**src/hdl/escape_sequence_decoder_defines.svh**
```systemverilog
// ----------------------------------------------------------------------------
// Escape sequence decoder assertion macros
// Shared assertion shorthands for the escape sequence decoder.
// ----------------------------------------------------------------------------
`ifndef ESCAPE_SEQUENCE_DECODER_DEFINES_SVH
`define ESCAPE_SEQUENCE_DECODER_DEFINES_SVH

// Same-cycle implication, disabled while reset is high.
`define ESD_ASSERT_IMPLIES(label, ante, cons) \
  label: assert property (@(posedge clk) disable iff (rst) (ante) |-> (cons)) \
    else $error("escape decoder: same-cycle check failed");

// Next-cycle implication, disabled while reset is high.
`define ESD_ASSERT_NEXT(label, ante, cons) \
  label: assert property (@(posedge clk) disable iff (rst) (ante) |=> (cons)) \
    else $error("escape decoder: next-cycle check failed");

`endif

```
**src/hdl/esd_pkg.sv**
```systemverilog
// ----------------------------------------------------------------------------
// Escape sequence decoder package
// Types, character constants and lookup functions for the decoder.
// ----------------------------------------------------------------------------
package esd_pkg;

  localparam int CharW = 21;
  localparam int TokW  = 24;
  localparam int MaxHexDigitsDefault = 6;

  typedef enum logic [2:0] {
    MODE_READY     = 3'd0,
    MODE_ESC       = 3'd1,
    MODE_U         = 3'd2,
    MODE_PAYLOAD   = 3'd3,
    MODE_ERR_START = 3'd4,
    MODE_ERR_LEN   = 3'd5,
    MODE_ERR_HEX   = 3'd6
  } mode_t;

  localparam logic [CharW-1:0] ChBackslash = CharW'(8'h5C);
  localparam logic [CharW-1:0] ChLowerU    = CharW'(8'h75);
  localparam logic [CharW-1:0] ChOpenBrace = CharW'(8'h7B);
  localparam logic [CharW-1:0] ChCloseBrace = CharW'(8'h7D);
  localparam logic [7:0]       CtrlEscape  = 8'h1B;

  typedef struct packed {
    logic       ok;
    logic [3:0] value;
  } hex_digit_t;

  // Value of a hex digit in either case; ok is low for any other character.
  function automatic hex_digit_t hex_value(logic [CharW-1:0] c);
    hex_digit_t r;
    r = '0;
    if (c >= CharW'(8'h30) && c <= CharW'(8'h39)) begin
      r.ok    = 1'b1;
      r.value = 4'(c - CharW'(8'h30));
    end else if (c >= CharW'(8'h61) && c <= CharW'(8'h66)) begin
      r.ok    = 1'b1;
      r.value = 4'(c - CharW'(8'h61) + CharW'(10));
    end else if (c >= CharW'(8'h41) && c <= CharW'(8'h46)) begin
      r.ok    = 1'b1;
      r.value = 4'(c - CharW'(8'h41) + CharW'(10));
    end
    return r;
  endfunction

  // Control character for a simple escape letter, zero when there is none.
  function automatic logic [7:0] simple_escape(logic [CharW-1:0] c);
    logic [7:0] r;
    r = 8'h00;
    if (c[CharW-1:8] == '0) begin
      case (c[7:0])
        8'h61:   r = 8'h07;
        8'h62:   r = 8'h08;
        8'h65:   r = CtrlEscape;
        8'h66:   r = 8'h0C;
        8'h6E:   r = 8'h0A;
        8'h72:   r = 8'h0D;
        8'h74:   r = 8'h09;
        8'h76:   r = 8'h0B;
        8'h5C:   r = 8'h5C;
        default: r = 8'h00;
      endcase
    end
    return r;
  endfunction

endpackage

```
**src/hdl/escape_sequence_decoder.sv**
```systemverilog
// ----------------------------------------------------------------------------
// Escape sequence decoder
// Decodes backslash escapes and braced hex codepoints in a character stream.
// ----------------------------------------------------------------------------
// The decoder takes one codepoint per beat and returns exactly one result
// beat for every input beat, in order. A plain character is a token by
// itself. A backslash followed by a, b, e, f, n, r, t, v or a second
// backslash yields the matching control character, a backslash followed by
// u{...} yields the hex value of up to MAX_HEX_DIGITS digits (either case,
// an empty pair gives zero), and any other escaped character is passed
// through with the escaped flag set. A malformed u escape drives the block
// into one of three error modes that hold until reset; later beats still
// produce results, reporting the error mode with no token. The block
// sustains one beat per clock cycle while the result side accepts; a
// result beat passes through an input register, then one pass of decode
// logic into the result register. The rate is set by the mode, digit count
// and accumulator feedback loop. The input side keeps accepting while a
// result waits, as long as the result register can move on in the same
// cycle. No beat is accepted while reset is high.

`include "escape_sequence_decoder_defines.svh"

module escape_sequence_decoder
  import esd_pkg::*;
#(
  parameter int MAX_HEX_DIGITS = MaxHexDigitsDefault
) (
  input  logic                clk,
  input  logic                rst,
  input  logic                s_axis_tvalid,
  output logic                s_axis_tready,
  input  logic [TokW-1:0]     s_axis_tdata,   // [20:0] char_in, [23:21] zero
  output logic                m_axis_tvalid,
  input  logic                m_axis_tready,
  output logic [TokW-1:0]     m_axis_tdata,   // [23:0] token_char
  output logic [7:0]          m_axis_tuser    // [2:0] mode_code, [3] token_valid,
                                              // [4] escaped_flag, [7:5] zero
);

  localparam int CountW = $clog2(MAX_HEX_DIGITS + 1);
  localparam logic [CountW-1:0] MaxCount = CountW'(MAX_HEX_DIGITS);

  // Input register.
  logic             in_valid;
  logic [CharW-1:0] in_char;

  // Decoder state.
  mode_t             mode, mode_next;
  logic [CountW-1:0] digit_count, digit_count_next;
  logic [TokW-1:0]   hex_accum, hex_accum_next;

  // Result register.
  logic            out_valid;
  mode_t           out_mode;
  logic            out_token_valid;
  logic [TokW-1:0] out_token_char;
  logic            out_escaped;

  // Per-beat decode results.
  logic            tok_valid;
  logic [TokW-1:0] tok_char;
  logic            tok_esc;
  logic [7:0]      esc_map;
  hex_digit_t      hex_d;

  logic advance;

  // The decode stage moves when it holds a beat and the result register is
  // free or being emptied this cycle.
  assign advance       = in_valid && (!out_valid || m_axis_tready);
  assign s_axis_tready = !rst && (!in_valid || advance);

  assign esc_map = simple_escape(in_char);
  assign hex_d   = hex_value(in_char);

  // Next mode.
  always_comb begin
    mode_next = mode;
    unique case (mode)
      MODE_READY: begin
        if (in_char == ChBackslash) begin
          mode_next = MODE_ESC;
        end
      end
      MODE_ESC: begin
        if (esc_map == 8'h00 && in_char == ChLowerU) begin
          mode_next = MODE_U;
        end else begin
          mode_next = MODE_READY;
        end
      end
      MODE_U: begin
        mode_next = (in_char == ChOpenBrace) ? MODE_PAYLOAD : MODE_ERR_START;
      end
      MODE_PAYLOAD: begin
        if (in_char == ChCloseBrace) begin
          mode_next = MODE_READY;
        end else if (digit_count >= MaxCount) begin
          mode_next = MODE_ERR_LEN;
        end else if (!hex_d.ok) begin
          mode_next = MODE_ERR_HEX;
        end
      end
      default: begin
        mode_next = mode;
      end
    endcase
  end

  // Token, count and accumulator.
  always_comb begin
    tok_valid        = 1'b0;
    tok_char         = '0;
    tok_esc          = 1'b0;
    digit_count_next = digit_count;
    hex_accum_next   = hex_accum;
    unique case (mode)
      MODE_READY: begin
        if (in_char != ChBackslash) begin
          tok_valid = 1'b1;
          tok_char  = TokW'(in_char);
        end
      end
      MODE_ESC: begin
        if (esc_map != 8'h00) begin
          tok_valid = 1'b1;
          tok_char  = TokW'(esc_map);
        end else if (in_char != ChLowerU) begin
          tok_valid = 1'b1;
          tok_char  = TokW'(in_char);
          tok_esc   = 1'b1;
        end
      end
      MODE_U: begin
        if (in_char == ChOpenBrace) begin
          digit_count_next = '0;
          hex_accum_next   = '0;
        end
      end
      MODE_PAYLOAD: begin
        if (in_char == ChCloseBrace) begin
          tok_valid = 1'b1;
          tok_char  = hex_accum;
        end else if (digit_count < MaxCount) begin
          digit_count_next = digit_count + CountW'(1);
          if (hex_d.ok) begin
            hex_accum_next = {hex_accum[TokW-5:0], hex_d.value};
          end
        end
      end
      default: begin
        tok_valid = 1'b0;
      end
    endcase
  end

  always_ff @(posedge clk) begin
    if (rst) begin
      in_valid    <= 1'b0;
      out_valid   <= 1'b0;
      mode        <= MODE_READY;
      digit_count <= '0;
      hex_accum   <= '0;
    end else begin
      if (s_axis_tready) begin
        in_valid <= s_axis_tvalid;
      end
      if (advance) begin
        out_valid   <= 1'b1;
        mode        <= mode_next;
        digit_count <= digit_count_next;
        hex_accum   <= hex_accum_next;
      end else if (m_axis_tready) begin
        out_valid <= 1'b0;
      end
    end
  end

  // Payload registers carry no reset.
  always_ff @(posedge clk) begin
    if (s_axis_tvalid && s_axis_tready) begin
      in_char <= s_axis_tdata[CharW-1:0];
    end
    if (advance) begin
      out_mode        <= mode_next;
      out_token_valid <= tok_valid;
      out_token_char  <= tok_char;
      out_escaped     <= tok_esc;
    end
  end

  assign m_axis_tvalid = out_valid;
  assign m_axis_tdata  = out_token_char;
  assign m_axis_tuser  = {3'b000, out_escaped, out_token_valid, out_mode};

  // Error modes never leave until reset.
  `ESD_ASSERT_NEXT(a_err_sticky, mode >= MODE_ERR_START, $stable(mode))
  // Every completed token returns the decoder to the ready mode.
  `ESD_ASSERT_IMPLIES(a_tok_ready, out_valid && out_token_valid, out_mode == MODE_READY)
  // A literal pass-through is always a token.
  `ESD_ASSERT_IMPLIES(a_esc_tok, out_valid && out_escaped, out_token_valid)
  // The digit count never runs past the payload limit.
  `ESD_ASSERT_IMPLIES(a_count_max, 1'b1, digit_count <= MaxCount)

endmodule

```
**config.mk**
```make
export PLATFORM = sky130hd
export DESIGN_NAME = escape_sequence_decoder
export DESIGN_NICKNAME = d
export VERILOG_FILES = /design/src/hdl/esd_pkg.sv /design/src/hdl/escape_sequence_decoder.sv
export VERILOG_INCLUDE_DIRS = /design/src /design/src/hdl
export SDC_FILE = /design/constraint.sdc
export NUM_CORES = 1
export LEC_CHECK = 0
export ABC_CLOCK_PERIOD_IN_PS = 2600
export BUFFER_PORTS_ARGS = -buffer_cell sky130_fd_sc_hd__clkbuf_2
export CAP_MARGIN = 0
export CORE_ASPECT_RATIO = 1.2
export CORE_UTILIZATION = 50
export DETAILED_ROUTE_END_ITERATION = 7
export PLACE_DENSITY_LB_ADDON = 0.08
export SLEW_MARGIN = 20
export SYNTH_ARGS = -nofsm -noshare
export SYNTH_HDL_FRONTEND = slang
export SYNTH_SLANG_ARGS = --single-unit
```
**constraint.sdc**
```tcl
create_clock -name clk -period 2.6 [get_ports clk]
set_input_delay 0.13 -clock clk [delete_from_list [all_inputs] [get_ports clk]]
set_output_delay 0.13 -clock clk [all_outputs]
set_load 0.02 [all_outputs]
```
==> out/metrics.yaml, run 1 <==
outcome:
  status: "finished, final reports clean"
pwr:
  max-vdd-ir-drop_v: 0.0003290
  p_clk_share_pct: 37.1
  seqPwrFrac_pct: 55.8
  p_int_mw: 1.975
  p_comb_share_pct: 7.1
  p_switching_uw: 597.5
  powerDensity_nw_per_um2: 574.6
  sw_frac_of_total_pct: 23.22
  power.leakage_nw: 1.810
synth:
  synthCells: 296
  synth_async_sr_flop_share_pct: 0
  ys_types: 54
  syn-cell-area_sq_um: 3637
  synth-seq-cells: 82
  syn_avg_cell_area_sq_um: 12.29
  synth_edf_count: 50
  synth_top_family_by_area: "compound AO/OA/AOI/OAI gates"
  synth-compound-area-share_pct: 18.54
  synth_top_area_cell: "edfxtp_1"
  synth_area_leaders: "edfxtp_1, dfxtp_1, a22o_1"
  synthFlopType: "edfxtp_1"
  yosys_warnings: 0
  synthAdderAreaFrac_pct: 1.720
  ys_seq_area_share_pct: 58.89
  synth_mux_area_share_pct: 1.170
  synth-simple-area-share_pct: 13.90
  synth_xor_area_share_pct: 1.204
  synth_top_area_share_pct: 41.28
worst_hold_path:
  hold_class: "primary input to register"
timing:
  fin_tns_setup_ns: 0
  slew_viol_final: 0
  hold_viol: 0
  layout_min_cycle_time_ns: 2.406
  period_share_pct: 92.53
  slew_headroom_pct: 43.16
  worst_pin_slew_ns: 0.8508
  clock.fmax_mhz: 415.7
  finalClockSkew_ns: 0.008962
  setup_viol: 0
  rsz0062_at_grt: "false"
floorplan:
  initial_utilization_pct: 52.44
  fp.dieW_um: 79.86
  core_sq_um: 6937
  die_h_um: 95.43
  ios: 62
  num_rows: 33
  die_area_sq_um: 7621
clock_tree:
  cts-root-buf: "clkbuf_8"
  insertion_delay_ns: 0.36
  cts_tree: "built"
  path_clk_slew_ns: 0.08
  htree_levels: 3
  cts.path.max_buffers: 2
  tritoncts_num_sinks: 82
  postCtsSetupBuffers: 0
  cts_buffers: 9
global_routing:
  grt_first_pass_wirelength_um: 12210
  grt_pass1_vias: 2555
  antenna_found_initial: 0
  groute.usage.overall_pct: 21.56
  grt-ovfl-total: 0
  grt_max_degree: 26
critical_path:
  worst-path-max-fanout: 24
  required_ns: 2.90
  end_kind: "register"
  critical_path_arrival_ns: 2.71
  cp-start-kind: "register"
  path_class: "register to register"
  ff2ff_setup_slack_ns: 0.19
placed_design:
  hpwl_um: 5288
  gp_congestion: 0.9192
  port-buffer-count: 55
  placed_cell_area_sq_um: 4043
cells_and_area:
  design_area_sq_um: 4478
  diodes: 0
  layout-drive-gt1-share_pct: 26.22
  nets: 417
  syn_to_final_growth_pct: 23.12
  final_core_util_pct: 64.56
detailed_routing:
  drt_iter0_markers: 150
  vias_per_cell: 5.670
  dr_total_vias: 2699
  finalWirelength_um: 7740
  drt-wirelength-per-cell_um: 16.26
  antenna_left: 0
  remaining_drc_errors: 0
  drtPass1Iterations: 4
run:
  maxCapViolCount: 0
-- timing repair --
| item | in CTS | in global routing |
|---|---|---|
| hold endpoints to repair | 22 | 0 |
| gates resized for setup | 0 | 1 |
| hold buffers | 22 | 0 |
| setup endpoints to repair | 0 | 6 |
-- layout by cell type, fill, tap and decap left out, types with 4 or more instances in the layout --
cell type / count
a221o_1: 7
nor2_1: 21
nand3_1: 5
nand4_1: 4
clkbuf_2: 55
and2_1: 5
a21oi_1: 9
inv_1: 7
nand2_1: 18
a22o_1: 39
dfxtp_1: 32
edfxtp_1: 50
o21ai_0: 15
clkbuf_8: 10
nor2b_1: 4
dlygate4sd3_1: 22
ha_1: 5
buf_4: 17
-- cell usage after synthesis (all sizes together) (2+ instances only) --
master   n
a211o    2
a21boi   2
a21oi   10
a221o    7
a22o    40
a31oi    2
and2     6
and3b    3
and4     2
buf     16
clkbuf   4
dfxtp   32
edfxtp  50
ha       5
inv      7
mux2     2
mux2i    2
nand2   18
nand2b   2
nand3    5
nand3b   2
nand4    4
nor2    22
nor2b    5
nor3     3
nor3b    3
nor4     3
nor4bb   2
o211ai   2
o21ai   16
xnor2    3
xor2     2
-- state kept, by name, summed over array words and instances (netlist names) --
| name | cells |
|---|---|
| in_char | 21 |
| out_escaped | 1 |
| digit_count | 3 |
| out_mode | 3 |
| mode | 3 |
| out_token_valid | 1 |
| hex_accum | 24 |
| m_axis_tdata | 24 |
| in_valid | 1 |
| m_axis_tvalid | 1 |
-- stage by stage --
stage               total power, mW  worst slack [ns]  instances  hold WS [ns]
floorplan                     1.564            0.1306        298        0.2289
global placement              1.619            0.1694        438        0.3069
detailed placement            1.622            0.1585        438        0.3086
CTS                           2.589            0.1542        476        0.1173
global route                  2.655           0.04373        476        0.1577
finish                        2.573            0.1942        476        0.1214
-- kinds of logic after synthesis --
group	Yosys count
buffers and inverters	27
and+or+nand+nor	86
other	1
xor gates and xnor gates	5
DFF	82
muxes	4
AOI/OAI and AO/OA	86
adders and majority gates	5
-- layout make-up --
cell class                 count  area (sq um)
fill                         571          2459
sequential                    82          2142
inverter                       7         26.28
timing repair buffer          95         643.1
clock buffer                  10         137.6
multi-input combinational    189          1348
clock inverter                 6         72.57
tap                           87         108.9
-- routing by layer --
| metal | global-route usage (%) | wire [um] | up-vias |
|---|---|---|---|
| met1 | 27.17 | 3446 | 1311 |
| met2 | 35.54 | 3800 | 70 |
| met3 | 3.445 | 269 | 17 |
| li1 | - | - | 1301 |
| met5 | 0 | 0 | - |
| met4 | 11.46 | 223 | 0 |
-- power by group through the flow --
stage	logic, mW	clock network [mW]	registers [mW]
2_1_floorplan	0.0794	0	1.48
3_3_place_gp	0.155	0	1.46
3_5_place_dp	0.157	0	1.47
4_1_cts	0.183	0.970	1.44
5_1_grt	0.199	1.02	1.44
6_report	0.183	0.956	1.43
-- critical path, stage by stage, from the launching register on --
cell and delay, ns:
edfxtp_1 0.42, inv_1 0.09, ha_1 0.25, or4_1 0.45, o32ai_1 0.25, o211ai_1 0.17
nand2_1 0.21, a22o_4 0.31, a22o_1 0.19
-- worst paths after layout --
kind / cells past startpoint / from / to
worst min register to register: 1 / hex_accum[23]$_SDFFE_PP0P_ / hex_accum[23]$_SDFFE_PP0P_
worst max register to register: 8 / in_char[1]$_DFFE_PP_ / hex_accum[15]$_SDFFE_PP0P_
worst max-delay path: 8 / in_char[1]$_DFFE_PP_ / hex_accum[15]$_SDFFE_PP0P_
worst min-delay path: 4 / m_axis_tready / m_axis_tvalid$_SDFFE_PP0P_
Note: power is estimated with default switching activity, not from simulation.
==> run 2, diff against run 1 <==
--- a/config.mk
+++ b/config.mk
@@ -9,8 +9,10 @@
 export ABC_CLOCK_PERIOD_IN_PS = 2600
 export BUFFER_PORTS_ARGS = -buffer_cell sky130_fd_sc_hd__clkbuf_2
 export CAP_MARGIN = 0
+export CELL_PAD_IN_SITES_DETAIL_PLACEMENT = 0
+export CELL_PAD_IN_SITES_GLOBAL_PLACEMENT = 2
 export CORE_ASPECT_RATIO = 1.2
-export CORE_UTILIZATION = 50
+export CORE_UTILIZATION = 37
 export DETAILED_ROUTE_END_ITERATION = 7
 export PLACE_DENSITY_LB_ADDON = 0.08
 export SLEW_MARGIN = 20
==> run 2 against run 1 <==
  * Global-route usage shrank 3.5 points
  * Power up 14%
  * Count of clock-buffer cells in the layout unchanged
  * Cell area is 4.5% higher
  * Die area grew 34%
  * Via count shrank 1.0%
  * Largest cell class unchanged
  * Non-clock buffer count up 6
  * Critical endpoint is now m_axis_tdata[7]$_DFFE_PP_
  * Register-to-register slack got worse by 0.03 ns
  * Clock power rose by 38%
  * Sequential cell count did not move
  * Sequential power about the same
==> out/metrics.yaml, run 2 (synthesis gave the netlist of run 1 again) <==
cells_and_area:
  syn_to_final_growth_pct: 28.69
  final_core_util_pct: 49.19
  multi_input_area_sq_um: 1364
  layout_commonest_cell: "clkbuf_2"
  design_area_sq_um: 4681
  layout-drive-gt1-share_pct: 27.78
  nets: 424
  finalNonFillerCells: 519
  layout_common_cells: "clkbuf_2, edfxtp_1, a22o_1"
  n_fill_cell: 863
  diodes: 0
  seqCellArea_sq_um: 2142
floorplan:
  num_rows: 39
  fp.dieW_um: 92.51
  die_area_sq_um: 10230
  die_h_um: 110.6
  ios: 62
  core_sq_um: 9515
  initial_utilization_pct: 38.22
critical_path:
  end_kind: "register"
  critical_path_arrival_ns: 2.64
  cp-start-kind: "register"
  path_class: "register to register"
  worst-path-max-fanout: 7
  required_ns: 2.81
timing:
  finalClockSkew_ns: 0.007050
  rsz0062_at_grt: "false"
  setup_slack_ns: 0.1642
  layout_min_cycle_time_ns: 2.436
  setup_viol: 0
  holdWs_ns: 0.01648
  hold_viol: 0
  worst_pin_slew_ns: 0.6126
  clock.fmax_mhz: 410.5
  fin_tns_setup_ns: 0
  slew_viol_final: 0
  period_share_pct: 93.68
  slew_headroom_pct: 58.88
clock_tree:
  cts_buffers: 9
  path_clk_slew_ns: 0.07
  cts_tree: "built"
  insertion_delay_ns: 0.34
  cts-root-buf: "clkbuf_16"
  cts.path.max_buffers: 2
  postCtsSetupBuffers: 0
  htree_levels: 3
  tritoncts_num_sinks: 82
detailed_routing:
  remaining_drc_errors: 0
  drtPass1Iterations: 4
  finalWirelength_um: 8894
  vias_per_cell: 5.146
  drt-wirelength-per-cell_um: 17.14
  drt_iter0_markers: 126
  dr_total_vias: 2671
  antenna_left: 0
placed_design:
  port-buffer-count: 55
  place_ws_ns: 0.1649
  dp.cells: 481
  placed_cell_area_sq_um: 4140
  hpwl_um: 5956
  gp_congestion: 0.7748
global_routing:
  grt_first_pass_wirelength_um: 13710
  antenna_found_initial: 0
  grt_pass1_vias: 2572
  grt_max_degree: 28
  groute.usage.overall_pct: 18.08
  grt-ovfl-total: 0
run:
  maxCapViolCount: 0
outcome:
  status: "finished, final reports clean"
pwr:
  power.leakage_nw: 1.896
  total_power_mw: 2.942
  powerDensity_nw_per_um2: 628.5
  max-vdd-ir-drop_v: 0.0004536
worst_hold_path:
  hold_class: "primary input to register"
-- run 2: critical path: stages (launching register included) --
cell and delay [ns]:
edfxtp_1 0.38, inv_1 0.11, ha_1 0.28, and3b_1 0.20, o21ai_0 0.21, a21boi_0 0.17
o21ai_1 0.53, buf_4 0.26, a22o_1 0.16
-- run 2: repair_timing --
item	4_1_cts	5_1_grt
endpoints found under the setup margin	0	12
gates resized for setup	0	2
hold buffers	21	0
hold endpoints to repair	21	0
-- run 2: layer usage --
| layer | part of all wire (%) | track usage (%) | vias up |
|---|---|---|---|
| li1 | - | - | 1324 |
| met1 | 46 | 22.80 | 1281 |
| met2 | 50 | 30.07 | 52 |
| met3 | 2.1 | 3.168 | 14 |
| met4 | 1.9 | 7.917 | 0 |
| met5 | 0 | 0 | - |
-- run 2: cell type report --
type,instances,share of cell area [%]
clock buffer,10,5.106
clock inverter,6,1.497
timing repair buffer,101,14.65
tap,123,3.288
inverter,7,0.5613
multi-input combinational,190,29.14
sequential,82,45.76
-- run 2: worst paths after layout --
path | from | endpoint | slack, ns | cells past startpoint
setup reg to reg | in_char[0]$_DFFE_PP_ | m_axis_tdata[7]$_DFFE_PP_ | 0.16 | 8
hold / removal | s_axis_tvalid | in_valid$_SDFFE_PP0P_ | 0.02 | 3
hold reg to reg | hex_accum[23]$_SDFFE_PP0P_ | hex_accum[23]$_SDFFE_PP0P_ | 0.47 | 1
setup / recovery | in_char[0]$_DFFE_PP_ | m_axis_tdata[7]$_DFFE_PP_ | 0.16 | 8
-- run 2: power breakdown --
group          internal [mW]  switching [mW]
logic                 0.0827           0.107
registers               1.42          0.0193
clock network          0.780           0.535
==> run 3, diff against run 2 <==
--- a/config.mk
+++ b/config.mk
@@ -14,7 +14,7 @@
 export CORE_ASPECT_RATIO = 1.2
 export CORE_UTILIZATION = 37
 export DETAILED_ROUTE_END_ITERATION = 7
-export PLACE_DENSITY_LB_ADDON = 0.08
+export PLACE_DENSITY_LB_ADDON = 0.1
 export SLEW_MARGIN = 20
 export SYNTH_ARGS = -nofsm -noshare
 export SYNTH_HDL_FRONTEND = slang
==> run 3 against run 2 <==
  * Non-clock buffer count down 2
  * Register-to-register slack gained 0.02 ns
  * Core utilization shrank 0.51 points
  * Clock skew hardly changed
  * Hold slack improved by 0.0023 ns
  * Sequential power about the same
  * Sequential share of layout area is 0.48 points higher
  * Via count up 0.15%
  * Combinational power is essentially flat
  * Count of clock-buffer cells in the layout is the same
  * Critical path type unchanged
==> out/metrics.yaml, run 3 (synthesis gave the netlist of run 1 again) <==
outcome:
  status: "finished, final reports clean"
timing:
  setup_slack_ns: 0.1805
  setup_viol: 0
  layout_min_cycle_time_ns: 2.420
  hold_viol: 0
  worst_pin_slew_ns: 0.5689
  clock.fmax_mhz: 413.3
  slew_viol_final: 0
  fin_tns_setup_ns: 0
  slew_headroom_pct: 62.08
  period_share_pct: 93.06
  rsz0062_at_grt: "false"
  finalClockSkew_ns: 0.006768
floorplan:
  initial_utilization_pct: 38.22
  num_rows: 39
  ios: 62
  die_area_sq_um: 10230
  die_h_um: 110.6
  core_sq_um: 9515
  fp.dieW_um: 92.51
detailed_routing:
  dr_total_vias: 2675
  vias_per_cell: 5.184
  drt-wirelength-per-cell_um: 16.29
  remaining_drc_errors: 0
  drtPass1Iterations: 4
  finalWirelength_um: 8406
  drt_iter0_markers: 88
  antenna_left: 0
global_routing:
  grt-ovfl-total: 0
  grt_pass1_vias: 2674
  grt_max_degree: 28
  groute.usage.overall_pct: 17.65
  grt_first_pass_wirelength_um: 13590
  antenna_found_initial: 0
cells_and_area:
  layout_common_cells: "clkbuf_2, edfxtp_1, a22o_1"
  nets: 421
  layout_commonest_cell: "clkbuf_2"
  diodes: 0
  layout-drive-gt1-share_pct: 26.72
  syn_to_final_growth_pct: 27.35
critical_path:
  crit_top_cell: "buf_4"
  path_class: "register to register"
  crit_slowest_cell: "nor4_1"
  crit_path_max_incr_delay_ns: 0.43
  worst-path-max-fanout: 7
  cp-start-kind: "register"
  end_kind: "register"
  critical_path_arrival_ns: 2.51
  required_ns: 2.69
  ff2ff_setup_slack_ns: 0.18
  path_cells: "nor4_1, buf_4, and4_1, o21ai_0, nand2_1, o21ai_1, buf_4, a22o_1"
pwr:
  p_int_mw: 2.249
  max-vdd-ir-drop_v: 0.0003954
  p_comb_share_pct: 6.5
  sw_frac_of_total_pct: 22.19
  powerDensity_nw_per_um2: 624.0
  p_clk_share_pct: 43.8
  power.leakage_nw: 1.872
  seqPwrFrac_pct: 49.6
  p_switching_uw: 641.3
placed_design:
  hpwl_um: 5940
  port-buffer-count: 55
  place_ws_ns: 0.1879
  gp_congestion: 0.7973
clock_tree:
  cts_resized: 0
  path_clk_slew_ns: 0.06
  tritoncts_num_sinks: 82
  htree_levels: 3
  cts-root-buf: "clkbuf_16"
  postCtsSetupBuffers: 0
  cts_tree: "built"
  cts_buffers: 9
  cts.path.max_buffers: 2
  insertion_delay_ns: 0.34
worst_hold_path:
  hold_class: "primary input to register"
run:
  maxCapViolCount: 0
[run 3: changes by cell type in the layout (fill, tap and decap cells not counted), sizes merged]
| cell | before | now |
|---|---|---|
| buf | 25 | 23 |
| a22o | 41 | 40 |
| inv | 10 | 9 |
| clkinv | 2 | 3 |
[run 3: metal layers]
metal	part of all wire (%)	up-vias	track usage [%]
met1	45	1288	21.60
met5	0	-	0
met3	3.1	14	4.477
met2	50	57	29.48
met4	2.1	0	6.875
li1	-	1316	-
[run 3: area by class of cell]
type,instances,area [sq um]
repair buffers,99,670.6
fillers,895,4883
clock inverters,6,66.31
inverters,7,26.28
well taps,123,153.9
flip-flops and latches,82,2142
clock buffers,10,229.0
multi-input cells,189,1344
[run 3: worst paths after layout]
check / startpoint / endpoint / depth (start not counted)
worst min-delay path: s_axis_tvalid / in_valid$_SDFFE_PP0P_ / 3
worst min register to register: hex_accum[21]$_SDFFE_PP0P_ / hex_accum[21]$_SDFFE_PP0P_ / 1
worst max register to register: in_char[8]$_DFFE_PP_ / m_axis_tdata[7]$_DFFE_PP_ / 8
worst max-delay path: in_char[8]$_DFFE_PP_ / m_axis_tdata[7]$_DFFE_PP_ / 8
[run 3: what timing repair did]
action,in CTS,in global routing
setup endpoints to repair,0,0
endpoints found under the hold margin,21,0
hold buffers,21,0
[run 3: power by group through the flow]
stage | clock network [mW] | logic [mW] | registers (mW)
finish | 1.27 | 0.188 | 1.43
global route | 1.35 | 0.206 | 1.44
CTS | 1.30 | 0.191 | 1.44
detailed placement | 0 | 0.165 | 1.46
global placement | 0 | 0.165 | 1.46
floorplan | 0 | 0.0794 | 1.48
[run 3: metrics by stage]
stage | total power [mW] | hold WS [ns] | cells | instance area (sq um) | util [%]
2_1_floorplan | 1.564 | 0.2289 | 298 | 3645 | -
6_report | 2.890 | 0.01875 | 516 | 4632 | 48.68
4_1_cts | 2.922 | 0.01441 | 516 | 4631 | 48.67
5_1_grt | 2.994 | 0.03644 | 516 | 4632 | 48.68
3_3_place_gp | 1.629 | 0.3078 | 479 | 4125 | 43.35
3_5_place_dp | 1.629 | 0.3086 | 479 | 4125 | 43.35
[run 3: worst max-delay path, delay by kind of cell (launching register included)]
family / cells / cell delay, ns
simple gates: 3 / 0.78
buf+inv: 2 / 0.43
compound gates: 3 / 0.54
flops: 1 / 0.40
